===== config.mk =====
export PLATFORM = sky130hd
export DESIGN_NAME = bip_buffer_region_manager_flat
export DESIGN_NICKNAME = d
export VERILOG_FILES = /design/src/hdl/bbrm_pkg.sv /design/src/hdl/bbrm_req_if.sv /design/src/hdl/bbrm_rsp_if.sv /design/src/hdl/bbrm_core.sv /design/src/hdl/bip_buffer_region_manager.sv /design/src/flat_wrapper.sv
export SDC_FILE = /design/constraint.sdc
export NUM_CORES = 1
export LEC_CHECK = 0
export BUFFER_PORTS_ARGS = -buffer_cell sky130_fd_sc_hd__buf_4
export CAP_MARGIN = 20
export CORE_MARGIN = 2
export CORE_UTILIZATION = 51
export CTS_BUF_LIST = sky130_fd_sc_hd__clkbuf_2 sky130_fd_sc_hd__clkbuf_4 sky130_fd_sc_hd__clkbuf_8
export DETAILED_ROUTE_END_ITERATION = 10
export PLACE_DENSITY = 0.65
export SLEW_MARGIN = 20
export SYNTH_ARGS = -nofsm -noshare
export SYNTH_HDL_FRONTEND = slang
export SYNTH_HIERARCHICAL = 1
export SYNTH_SLANG_ARGS = --single-unit

===== constraint.sdc =====
create_clock -name clk -period 8.3 [get_ports clk]
set_input_delay 1.245 -clock clk [delete_from_list [all_inputs] [get_ports clk]]
set_output_delay 1.245 -clock clk [all_outputs]
set_load 0.05 [all_outputs]

===== src/hdl/bbrm_pkg.sv =====
`default_nettype none

package bbrm_pkg;

  localparam int unsigned BUF_BYTES_MAX = 65536;
  // Largest buffer_size the offset fields can describe.
  localparam int unsigned SIZE_CAP = (BUF_BYTES_MAX < 65536) ? BUF_BYTES_MAX : 65536;

  typedef enum logic [2:0] {
    CMD_WR_ACQ = 3'd0,
    CMD_WR_REL = 3'd1,
    CMD_RD_ACQ = 3'd2,
    CMD_RD_REL = 3'd3,
    CMD_PEEK   = 3'd4,
    CMD_CLEAR  = 3'd5
  } cmd_t;

  typedef struct packed {
    logic [2:0]  cmd;
    logic [16:0] amount;
    logic [15:0] peek_offset;
  } req_t;

  typedef struct packed {
    logic        ok;
    logic [15:0] region_start;
    logic [16:0] region_len;
  } rsp_t;

endpackage

`default_nettype wire


===== src/hdl/bbrm_req_if.sv =====
`default_nettype none

interface bbrm_req_if;
  logic        valid;
  logic        ready;
  logic [2:0]  cmd;
  logic [16:0] amount;
  logic [15:0] peek_offset;

  modport source (output valid, output cmd, output amount, output peek_offset, input ready);
  modport sink (input valid, input cmd, input amount, input peek_offset, output ready);
endinterface

`default_nettype wire


===== src/hdl/bbrm_rsp_if.sv =====
`default_nettype none

interface bbrm_rsp_if;
  logic        valid;
  logic        ready;
  logic        ok;
  logic [15:0] region_start;
  logic [16:0] region_len;

  modport source (output valid, output ok, output region_start, output region_len, input ready);
  modport sink (input valid, input ok, input region_start, input region_len, output ready);
endinterface

`default_nettype wire


===== src/hdl/bbrm_core.sv =====
`default_nettype none

module bbrm_core
  import bbrm_pkg::*;
(
  input  logic        clk,
  input  logic        rst_n,
  input  logic        cfg_we,
  input  logic [16:0] cfg_wdata,
  input  logic        fire,
  input  req_t        req,
  output rsp_t        rsp
);

  localparam logic [16:0] CAP17 = 17'(SIZE_CAP);

  logic [16:0] buf_size_r, buf_size_nxt;
  logic [15:0] a_start_r, a_start_nxt, b_start_r, b_start_nxt, resv_start_r, resv_start_nxt;
  logic [16:0] a_len_r, a_len_nxt, b_len_r, b_len_nxt, resv_len_r, resv_len_nxt;

  logic [17:0] a_end, b_end, free_a, free_b;
  logic [16:0] rel_n, peek_n;

  always_comb begin
    a_end  = {2'b0, a_start_r} + {1'b0, a_len_r};
    b_end  = {2'b0, b_start_r} + {1'b0, b_len_r};
    free_b = ({2'b0, a_start_r} > b_end) ? ({2'b0, a_start_r} - b_end) : 18'd0;
    free_a = ({1'b0, buf_size_r} > a_end) ? ({1'b0, buf_size_r} - a_end) : 18'd0;
    rel_n  = (req.amount < resv_len_r) ? req.amount : resv_len_r;
    peek_n = {1'b0, req.peek_offset} - a_len_r;

    buf_size_nxt   = buf_size_r;
    a_start_nxt    = a_start_r;
    a_len_nxt      = a_len_r;
    b_start_nxt    = b_start_r;
    b_len_nxt      = b_len_r;
    resv_start_nxt = resv_start_r;
    resv_len_nxt   = resv_len_r;
    rsp            = '0;

    case (req.cmd)
      CMD_WR_ACQ: begin
        if (b_len_r != 17'd0) begin
          if (free_b == 18'd0) begin
            resv_start_nxt = '0;
            resv_len_nxt   = '0;
          end else begin
            resv_start_nxt = b_end[15:0];
            resv_len_nxt   = free_b[16:0];
          end
        end else if (free_a >= {2'b0, a_start_r}) begin
          if (free_a == 18'd0) begin
            resv_start_nxt = '0;
            resv_len_nxt   = '0;
          end else begin
            resv_start_nxt = a_end[15:0];
            resv_len_nxt   = free_a[16:0];
          end
        end else begin
          // The front gap is larger than the space after A.
          resv_start_nxt = '0;
          resv_len_nxt   = {1'b0, a_start_r};
        end
        rsp.ok           = (resv_len_nxt != 17'd0);
        rsp.region_start = resv_start_nxt;
        rsp.region_len   = resv_len_nxt;
      end
      CMD_WR_REL: begin
        if (rel_n != 17'd0) begin
          if (a_len_r == 17'd0 && b_len_r == 17'd0) begin
            a_start_nxt = resv_start_r;
            a_len_nxt   = rel_n;
          end else if ({2'b0, resv_start_r} == a_end) begin
            a_len_nxt = a_len_r + rel_n;
          end else begin
            if (b_len_r == 17'd0) begin
              b_start_nxt = resv_start_r;
            end
            b_len_nxt = b_len_r + rel_n;
          end
        end
        resv_start_nxt = '0;
        resv_len_nxt   = '0;
        rsp.ok         = 1'b1;
      end
      CMD_RD_ACQ: begin
        if (a_len_r != 17'd0) begin
          rsp.ok           = 1'b1;
          rsp.region_start = a_start_r;
          rsp.region_len   = a_len_r;
        end
      end
      CMD_RD_REL: begin
        if (req.amount < a_len_r) begin
          a_len_nxt   = a_len_r - req.amount;
          a_start_nxt = a_start_r + req.amount[15:0];
        end else begin
          // A is used up, so the wrapped region becomes the oldest data.
          a_start_nxt = b_start_r;
          a_len_nxt   = b_len_r;
          b_start_nxt = '0;
          b_len_nxt   = '0;
        end
        rsp.ok = 1'b1;
      end
      CMD_PEEK: begin
        if ({1'b0, req.peek_offset} < a_len_r) begin
          rsp.ok           = 1'b1;
          rsp.region_start = a_start_r + req.peek_offset;
          rsp.region_len   = a_len_r - {1'b0, req.peek_offset};
        end else if (peek_n < b_len_r) begin
          rsp.ok           = 1'b1;
          rsp.region_start = b_start_r + peek_n[15:0];
          rsp.region_len   = b_len_r - peek_n;
        end
      end
      CMD_CLEAR: begin
        a_start_nxt    = '0;
        a_len_nxt      = '0;
        b_start_nxt    = '0;
        b_len_nxt      = '0;
        resv_start_nxt = '0;
        resv_len_nxt   = '0;
        rsp.ok         = 1'b1;
      end
      default: begin
      end
    endcase

    if (cfg_we) begin
      if (cfg_wdata == 17'd0) begin
        buf_size_nxt = 17'd1;
      end else if (cfg_wdata > CAP17) begin
        buf_size_nxt = CAP17;
      end else begin
        buf_size_nxt = cfg_wdata;
      end
      a_start_nxt    = '0;
      a_len_nxt      = '0;
      b_start_nxt    = '0;
      b_len_nxt      = '0;
      resv_start_nxt = '0;
      resv_len_nxt   = '0;
    end
  end

  always_ff @(posedge clk) begin
    if (!rst_n) begin
      buf_size_r   <= CAP17;
      a_start_r    <= '0;
      a_len_r      <= '0;
      b_start_r    <= '0;
      b_len_r      <= '0;
      resv_start_r <= '0;
      resv_len_r   <= '0;
    end else if (fire || cfg_we) begin
      buf_size_r   <= buf_size_nxt;
      a_start_r    <= a_start_nxt;
      a_len_r      <= a_len_nxt;
      b_start_r    <= b_start_nxt;
      b_len_r      <= b_len_nxt;
      resv_start_r <= resv_start_nxt;
      resv_len_r   <= resv_len_nxt;
    end
  end

  a_size_range: assert property (@(posedge clk) disable iff (!rst_n)
    buf_size_r != 17'd0 && buf_size_r <= CAP17)
    else $error("buffer size out of range");

  a_clear_empties: assert property (@(posedge clk) disable iff (!rst_n)
    (fire && !cfg_we && req.cmd == CMD_CLEAR) |=> (a_len_r == 17'd0 && b_len_r == 17'd0
      && resv_len_r == 17'd0))
    else $error("clear left regions behind");

  a_release_drops_resv: assert property (@(posedge clk) disable iff (!rst_n)
    (fire && !cfg_we && req.cmd == CMD_WR_REL) |=> (resv_len_r == 17'd0))
    else $error("reservation survived a write release");

  a_fail_is_empty: assert property (@(posedge clk) disable iff (!rst_n)
    (fire && !rsp.ok) |-> (rsp.region_start == 16'd0 && rsp.region_len == 17'd0))
    else $error("failed request reports a region");

endmodule

`default_nettype wire


===== src/hdl/bip_buffer_region_manager.sv =====
// Offset bookkeeping for a bipartite circular buffer: region A, region B and
// one write reservation. One request is accepted every cycle while the result
// side keeps up. Each accepted request is held in the input register while the
// single compute stage between it and the result register does all region
// arithmetic, and its result then waits in the result register until it is
// taken. The state is updated as a request leaves the input register, so
// back-to-back requests see each other's effects in order. Writing buffer_size
// clears all regions and must only be done while no request is in flight.
`default_nettype none

module bip_buffer_region_manager
  import bbrm_pkg::*;
(
  input  logic        clk,
  input  logic        rst_n,
  input  logic        cfg_we,
  input  logic [16:0] cfg_wdata,
  bbrm_req_if.sink    in_req,
  bbrm_rsp_if.source  out_rsp
);

  logic s1_v_r, s1_v_nxt;
  req_t s1_req_r;
  logic out_v_r, out_v_nxt;
  rsp_t out_rsp_r;
  rsp_t core_rsp;
  logic adv;
  logic in_fire;

  assign adv          = s1_v_r && (!out_v_r || out_rsp.ready);
  assign in_req.ready = !s1_v_r || adv;
  assign in_fire      = in_req.valid && in_req.ready;

  assign s1_v_nxt  = in_fire ? 1'b1 : (adv ? 1'b0 : s1_v_r);
  assign out_v_nxt = adv ? 1'b1 : (out_rsp.ready ? 1'b0 : out_v_r);

  always_ff @(posedge clk) begin
    if (!rst_n) begin
      s1_v_r  <= 1'b0;
      out_v_r <= 1'b0;
    end else begin
      s1_v_r  <= s1_v_nxt;
      out_v_r <= out_v_nxt;
    end
  end

  always_ff @(posedge clk) begin
    if (in_fire) begin
      s1_req_r.cmd         <= in_req.cmd;
      s1_req_r.amount      <= in_req.amount;
      s1_req_r.peek_offset <= in_req.peek_offset;
    end
    if (adv) begin
      out_rsp_r <= core_rsp;
    end
  end

  bbrm_core u_core (
    .clk       (clk),
    .rst_n     (rst_n),
    .cfg_we    (cfg_we),
    .cfg_wdata (cfg_wdata),
    .fire      (adv),
    .req       (s1_req_r),
    .rsp       (core_rsp)
  );

  assign out_rsp.valid        = out_v_r;
  assign out_rsp.ok           = out_rsp_r.ok;
  assign out_rsp.region_start = out_rsp_r.region_start;
  assign out_rsp.region_len   = out_rsp_r.region_len;

endmodule

`default_nettype wire


===== src/flat_wrapper.sv =====
// flat-port wrapper written by rule: the top's interface ports become plain ports
module bip_buffer_region_manager_flat import bbrm_pkg::*;
  (clk, rst_n, cfg_we, cfg_wdata, in_req_valid, in_req_cmd, in_req_amount, in_req_peek_offset, in_req_ready, out_rsp_valid, out_rsp_ok, out_rsp_region_start, out_rsp_region_len, out_rsp_ready);
  bbrm_req_if in_req_i ();
  bbrm_rsp_if out_rsp_i ();
  input  logic clk;
  input  logic rst_n;
  input  logic cfg_we;
  input  logic [16:0] cfg_wdata;
  input wire logic [$bits(in_req_i.valid)-1:0] in_req_valid;
  input wire logic [$bits(in_req_i.cmd)-1:0] in_req_cmd;
  input wire logic [$bits(in_req_i.amount)-1:0] in_req_amount;
  input wire logic [$bits(in_req_i.peek_offset)-1:0] in_req_peek_offset;
  output wire logic [$bits(in_req_i.ready)-1:0] in_req_ready;
  output wire logic [$bits(out_rsp_i.valid)-1:0] out_rsp_valid;
  output wire logic [$bits(out_rsp_i.ok)-1:0] out_rsp_ok;
  output wire logic [$bits(out_rsp_i.region_start)-1:0] out_rsp_region_start;
  output wire logic [$bits(out_rsp_i.region_len)-1:0] out_rsp_region_len;
  input wire logic [$bits(out_rsp_i.ready)-1:0] out_rsp_ready;
  assign in_req_i.valid = in_req_valid;
  assign in_req_i.cmd = in_req_cmd;
  assign in_req_i.amount = in_req_amount;
  assign in_req_i.peek_offset = in_req_peek_offset;
  assign in_req_ready = in_req_i.ready;
  assign out_rsp_valid = out_rsp_i.valid;
  assign out_rsp_ok = out_rsp_i.ok;
  assign out_rsp_region_start = out_rsp_i.region_start;
  assign out_rsp_region_len = out_rsp_i.region_len;
  assign out_rsp_i.ready = out_rsp_ready;
  bip_buffer_region_manager u_core (.clk(clk), .rst_n(rst_n), .cfg_we(cfg_we), .cfg_wdata(cfg_wdata), .in_req(in_req_i), .out_rsp(out_rsp_i));
endmodule

# [Word level (Yosys, flattened, before mapping)]
# Index checks and enable logic that the tools add are counted.
[classes] addsub=13 order_cmp=8 n_eq_ne=13 n_mux=51 reduce_logical=30
[op_table] op="$mux W17" n=19
[op_table] op="$mux W16" n=15
[op_table] op="$mux W34" n=3
[op_table] op="$pmux W17 S3" n=2
[op_table] op="$pmux W33 S3" n=1
[op_table] op="$pmux W16 S3" n=2
[op_table] op="$reduce_bool A17 Y1" n=4
[op_table] op="$logic_not A17 Y1" n=3
[op_table] op="$lt A17 B17 Y1" n=3
[op_table] op="$add A16 B16 Y16" n=3
[op_table] op="$add A16 B17 Y18" n=2
[op_table] op="$logic_not A18 Y1" n=2
[op_table] op="$mux W18" n=2
[op_table] op="$add A17 B17 Y17" n=2
[op_table] op="$pmux W17 S2" n=1
[op_table] op="$sub A17 B17 Y17" n=2
[op_table] op="$pmux W16 S2" n=1
[op_table] op="$eq A16 B18 Y1" n=1
[op_table] op="$ge A18 B16 Y1" n=1
[op_table] op="$gt A16 B18 Y1" n=1
[op_table] op="$gt A17 B18 Y1" n=1
[op_table] op="$ne A3 B3 Y1 const B" n=6
[op_table] op="$sub A16 B18 Y18" n=1
[op_table] op="$sub A17 B18 Y18" n=1
[op_table] op="other kinds (23)" n=36
[word_totals] reg_bits=188 input_bits=58 out_inout_bits=36

# [Longest topological paths before layout]
[logic_depth] ltp_word=10 mapped_depth=31 depth_no_buf=28

# [Modules after synthesis]
# Netlist, hierarchy kept.
[modules_own_cells] mod="bbrm_core" instances=1 cells_per_inst=2328 area_each_um2=17381.7 seq_area_each_um2=2322.2
[modules_own_cells] mod="bip_buffer_region_manager" instances=1 cells_per_inst=79 area_each_um2=2205.9 seq_area_each_um2=2142.1

# [Worst setup path after synthesis]
# OpenSTA, ideal clock, no wires.
[synth_path] path_kind="register to register" start="reg u_core.u_core.a_start_r[0]" end="reg u_core.out_rsp_r (netlist bit u_core/out_rsp.ok) (data pin)" arrival_time_ns=6.236 required_ns=8.148 setup_slack_ns=1.913 path_stages_with_launch=30 synth_period_minus_slack_ns=6.387 path_cell_list="dfxtp_1 > ha_1 > fa_1 > a211oi_2 > o211ai_1 > a41oi_1 > o21ai_1 > a31o_1 > a21oi_1 > xor2_1 > ha_1 > nand4_1 > nor3_1 > a22oi_1 > o211ai_1 > a31o_2 > clkbuf_1 > clkbuf_1 > nor2_1 > ha_1 > a21o_1 > a2111o_1 > o31ai_1 > o21ai_0 > a211oi_1 > buf_2 > a22oi_1 > o21ai_0 > nor4_1 > a31oi_1"
[synth_rtl] element="start, declared" line_no="bbrm_core.sv:18" source="logic [15:0] a_start_r, a_start_nxt, b_start_r, b_start_nxt, resv_start_r, resv_start_nxt;"
[synth_rtl] element="start signal, assigned" line_no="bbrm_core.sv:158" source="a_start_r <= a_start_nxt;"
[synth_rtl] element="end signal, assigned" line_no="bip_buffer_region_manager.sv:54" source="out_rsp_r <= core_rsp;"
[synth_rtl] element="end, declared" line_no="bip_buffer_region_manager.sv:25" source="rsp_t out_rsp_r;"

==> impl_metrics.toml <==
[status]
status = "finished clean"

[logic_synthesis]
synthTopCellsByArea = "ha_1, dfxtp_1, edfxtp_1"
synth_flop_cell = "dfxtp_1"
synthesis.nets = 2718
seq_area_frac_synth_pct = 22.8
ys_warn_count = 6
synth_top_area_cell = "ha_1"
async_flop_share_pct = 0
synth_top_area_share_pct = 15.3
netlist_instances = 2407
netlist_area_um2 = 19600
avgSynthCellArea_um2 = 8.14
synth.distinct_cells = 99
synth_edf_count = 70
ys_ff_latch = 188

[global_route]
grt_max_degree = 61
overflow = 0
track_usage_pct = 41.3
antenna_found_initial = 3
grt_pass1_vias = 18500
grt_pass1_wl_um = 120000

[floorplan]
fp.dieArea_um2 = 40000
pin_count = 94
core_um2 = 37800
die_h_um = 200
rows = 71
die_w_um = 200
initial_core_util_pct = 51.9

[critical_path]
critPathArrivalTime_ns = 7.72
r2r_slack_ns = 0.85
cp-start-kind = "flop"
cpPeakStageDelay_ns = 0.58
r2r-start = "u_core/u_core/a_start_r[0]"
rr_endpoint = "u_core/out_rsp.ok"
required_ns = 8.56
worstSetupPathType = "reg2reg"
reg2reg_depth = 28
crit_fanout = 8
crit_slowest_cell = "a221oi_1"
endpoint_kind = "flop"

[sta]
fin_ws_ns = 0.845
fmax_ghz = 0.134
hold_viol = 0
worst_slew_pin_slew_ns = 1.10
skew_ns = 0.0227
fin_crit_ns = 7.45
slew_viol_final = 0
setup_violations = 0
grt_setup_unrepaired = "false"
setup_tns_ns = 0
slew_headroom_pct = 26.3
period_share_pct = 89.8

[detailed_routing]
vias = 20100
ant_nets = 0
dr.pass1.iters = 9
drc = 0
first_iter_violations = 2260
wire_per_inst_um = 27.3
drt_wl_total_um = 82200
viasPerCell = 6.68

[cells_and_area]
fin_nets = 2793
layout-drive-gt1-share_pct = 9.34
area_delta_synth_final_pct = 9.49
fillers = 3571

[placement]
place.gp.congestion = 1.03
place_hpwl_um = 64800
pre_cts_slack_ns = 1.17
io_buffer_count = 93

[clock_network]
cts_buffers = 17
cts_resized = 0
path_clk_slew_ns = 0.11
numClockSinks = 188
post_cts_buffers = 0
h-tree-depth = 4
cts_buffer_depth = 2
clk_latency_ns = 0.54
cts_tree = "built"
cts_hold_buf = 0
cts_root_buf = "clkbuf_8"

[worst_hold_path]
hold_path_depth = 2
hold_path_end = "u_core/u_core/resv_len_r[14]"
holdCritPathClass = "reg2reg"
min_from = "u_core/u_core/resv_len_r[14]"

[power_and_ir_drop]
peakVddDrop_mv = 0.148
leakagePower_nw = 9.32
power_density_nw_per_um2 = 172

[flow_run]
drv_cap = 0
stage by stage:
step | power, mW | util (%) | area [um^2] | hold WS (ns) | std cells
2_1_floorplan | 2.31 | - | 19600 | 0.448 | 2407
3_3_place_gp | 2.90 | 55.6 | 21000 | 0.475 | 2974
3_5_place_dp | 2.91 | 55.6 | 21000 | 0.489 | 2974
4_1_cts | 3.63 | 56.8 | 21400 | 0.517 | 3006
5_1_grt | 3.86 | 56.8 | 21400 | 0.563 | 3006
6_report | 3.70 | 56.8 | 21400 | 0.514 | 3009
layout by cell type (no fill, tap or decap), drive strengths merged, types with 18 or more instances in the layout:
| master | instances |
|---|---|
| ha | 240 |
| o21bai | 26 |
| and3 | 18 |
| o21a | 24 |
| o221ai | 18 |
| a211oi | 21 |
| a21oi | 204 |
| nand4 | 23 |
| edfxtp | 70 |
| inv | 171 |
| xor2 | 81 |
| mux2i | 64 |
| a21o | 76 |
| nor3 | 59 |
| nor2 | 175 |
| nor2b | 42 |
| xnor2 | 105 |
| nand3 | 42 |
| dfxtp | 118 |
| clkbuf | 18 |
| a31oi | 26 |
| nand2b | 21 |
| or3 | 29 |
| nand2 | 176 |
| o22ai | 24 |
| a22oi | 60 |
| buf | 144 |
| nor4 | 29 |
| o21ai | 175 |
flip-flops by register name, indices dropped and copies added, names as in the netlist:
register	flops
u_core/u_core/resv_start_r	16
u_core/u_core/b_start_r	16
u_core/out_rsp.region_len	17
u_core/u_core/buf_size_r	17
u_core/u_core/b_len_r	17
u_core/s1_v_r	1
u_core/u_core/a_start_r	16
u_core/u_core/a_len_r	17
u_core/s1_req_r	36
u_core/out_rsp.valid	1
u_core/out_rsp.region_start	16
u_core/u_core/resv_len_r	17
u_core/out_rsp.ok	1
power by group:
part           internal, mW  total [mW]  switching [mW]  leakage (nW)
logic                 0.652        1.90            1.24          7.46
clock network         0.315       0.721           0.406         0.226
registers              1.00        1.08          0.0753          1.64
total                  1.97        3.70            1.73          9.32
synthesized netlist by cell type, types with 12 or more instances:
| cell | count |
|---|---|
| a211oi_1 | 19 |
| a21o_1 | 76 |
| a21oi_1 | 200 |
| a22oi_1 | 60 |
| a31oi_1 | 24 |
| a32o_1 | 12 |
| and3_1 | 18 |
| buf_2 | 14 |
| clkbuf_1 | 65 |
| dfxtp_1 | 118 |
| edfxtp_1 | 70 |
| fa_1 | 13 |
| ha_1 | 240 |
| inv_1 | 165 |
| mux2i_1 | 64 |
| nand2_1 | 176 |
| nand2b_1 | 21 |
| nand3_1 | 41 |
| nand4_1 | 22 |
| nor2_1 | 174 |
| nor2b_1 | 41 |
| nor3_1 | 59 |
| nor4_1 | 27 |
| o211ai_1 | 15 |
| o21a_1 | 24 |
| o21ai_0 | 146 |
| o21ai_1 | 27 |
| o21bai_1 | 26 |
| o221ai_1 | 18 |
| o22ai_1 | 24 |
| o31ai_1 | 16 |
| or3_1 | 29 |
| xnor2_1 | 105 |
| xor2_1 | 80 |
logic make-up (layout without fill, tap and decap cells):
logic type	Yosys count	in the layout	share of synthesized area (%)
AO/OA/AOI/OAI	785	785	26.5
AND/OR/NAND/NOR	672	672	17.0
buffers and inverters	254	342	5.11
adder cells (fa/ha/maj)	253	253	16.7
flip-flops	188	188	22.8
XOR/XNOR	187	187	8.47
multiplexers	68	68	3.50
other	0	3	0
worst max-delay path by stage:
stage	startpoint	to	slack, ns	cells after the start
2_1_floorplan	u_core/u_core/a_start_r[0]	u_core/out_rsp.ok	1.91	29
3_3_place_gp	u_core/u_core/a_start_r[0]	u_core/out_rsp.ok	1.26	27
5_1_grt	u_core/u_core/a_start_r[0]	u_core/out_rsp.ok	0.38	28
6_report	u_core/u_core/a_start_r[0]	u_core/out_rsp.ok	0.85	28
4_1_cts	u_core/u_core/a_start_r[0]	u_core/out_rsp.ok	1.10	27
3_5_place_dp	u_core/u_core/a_start_r[0]	u_core/out_rsp.ok	1.17	27
cell type report:
class | instances | area, um^2 | share of cell area [%]
Antenna cell | 3 | 7.51 | 0.0350
Clock buffer | 18 | 241 | 1.13
Clock inverter | 14 | 206 | 0.963
Inverter | 166 | 623 | 2.91
Multi-Input combinational cell | 1965 | 14200 | 66.1
Sequential cell | 188 | 4460 | 20.8
Tap cell | 511 | 639 | 2.98
Timing Repair Buffer | 144 | 1080 | 5.04
critical path, delay by kind of cell, from the launching register on:
kind	cells	cell delay, ns
XOR/XNOR	1	0.27
flip-flops	1	0.45
adder cells (fa/ha/maj)	4	1.39
AND/OR/NAND/NOR	8	1.11
AO/OA/AOI/OAI	15	3.94
routing by layer:
metal	GRT usage, %	part of all wire (%)	routed length, um	vias up
li1	-	-	-	9046
met1	53.2	40	33100	9542
met2	60.9	41	33800	1219
met3	12.2	12	9490	308
met4	25.1	7.1	5800	0
met5	0	0	0	-
Note: power is estimated with default switching activity, not from simulation.
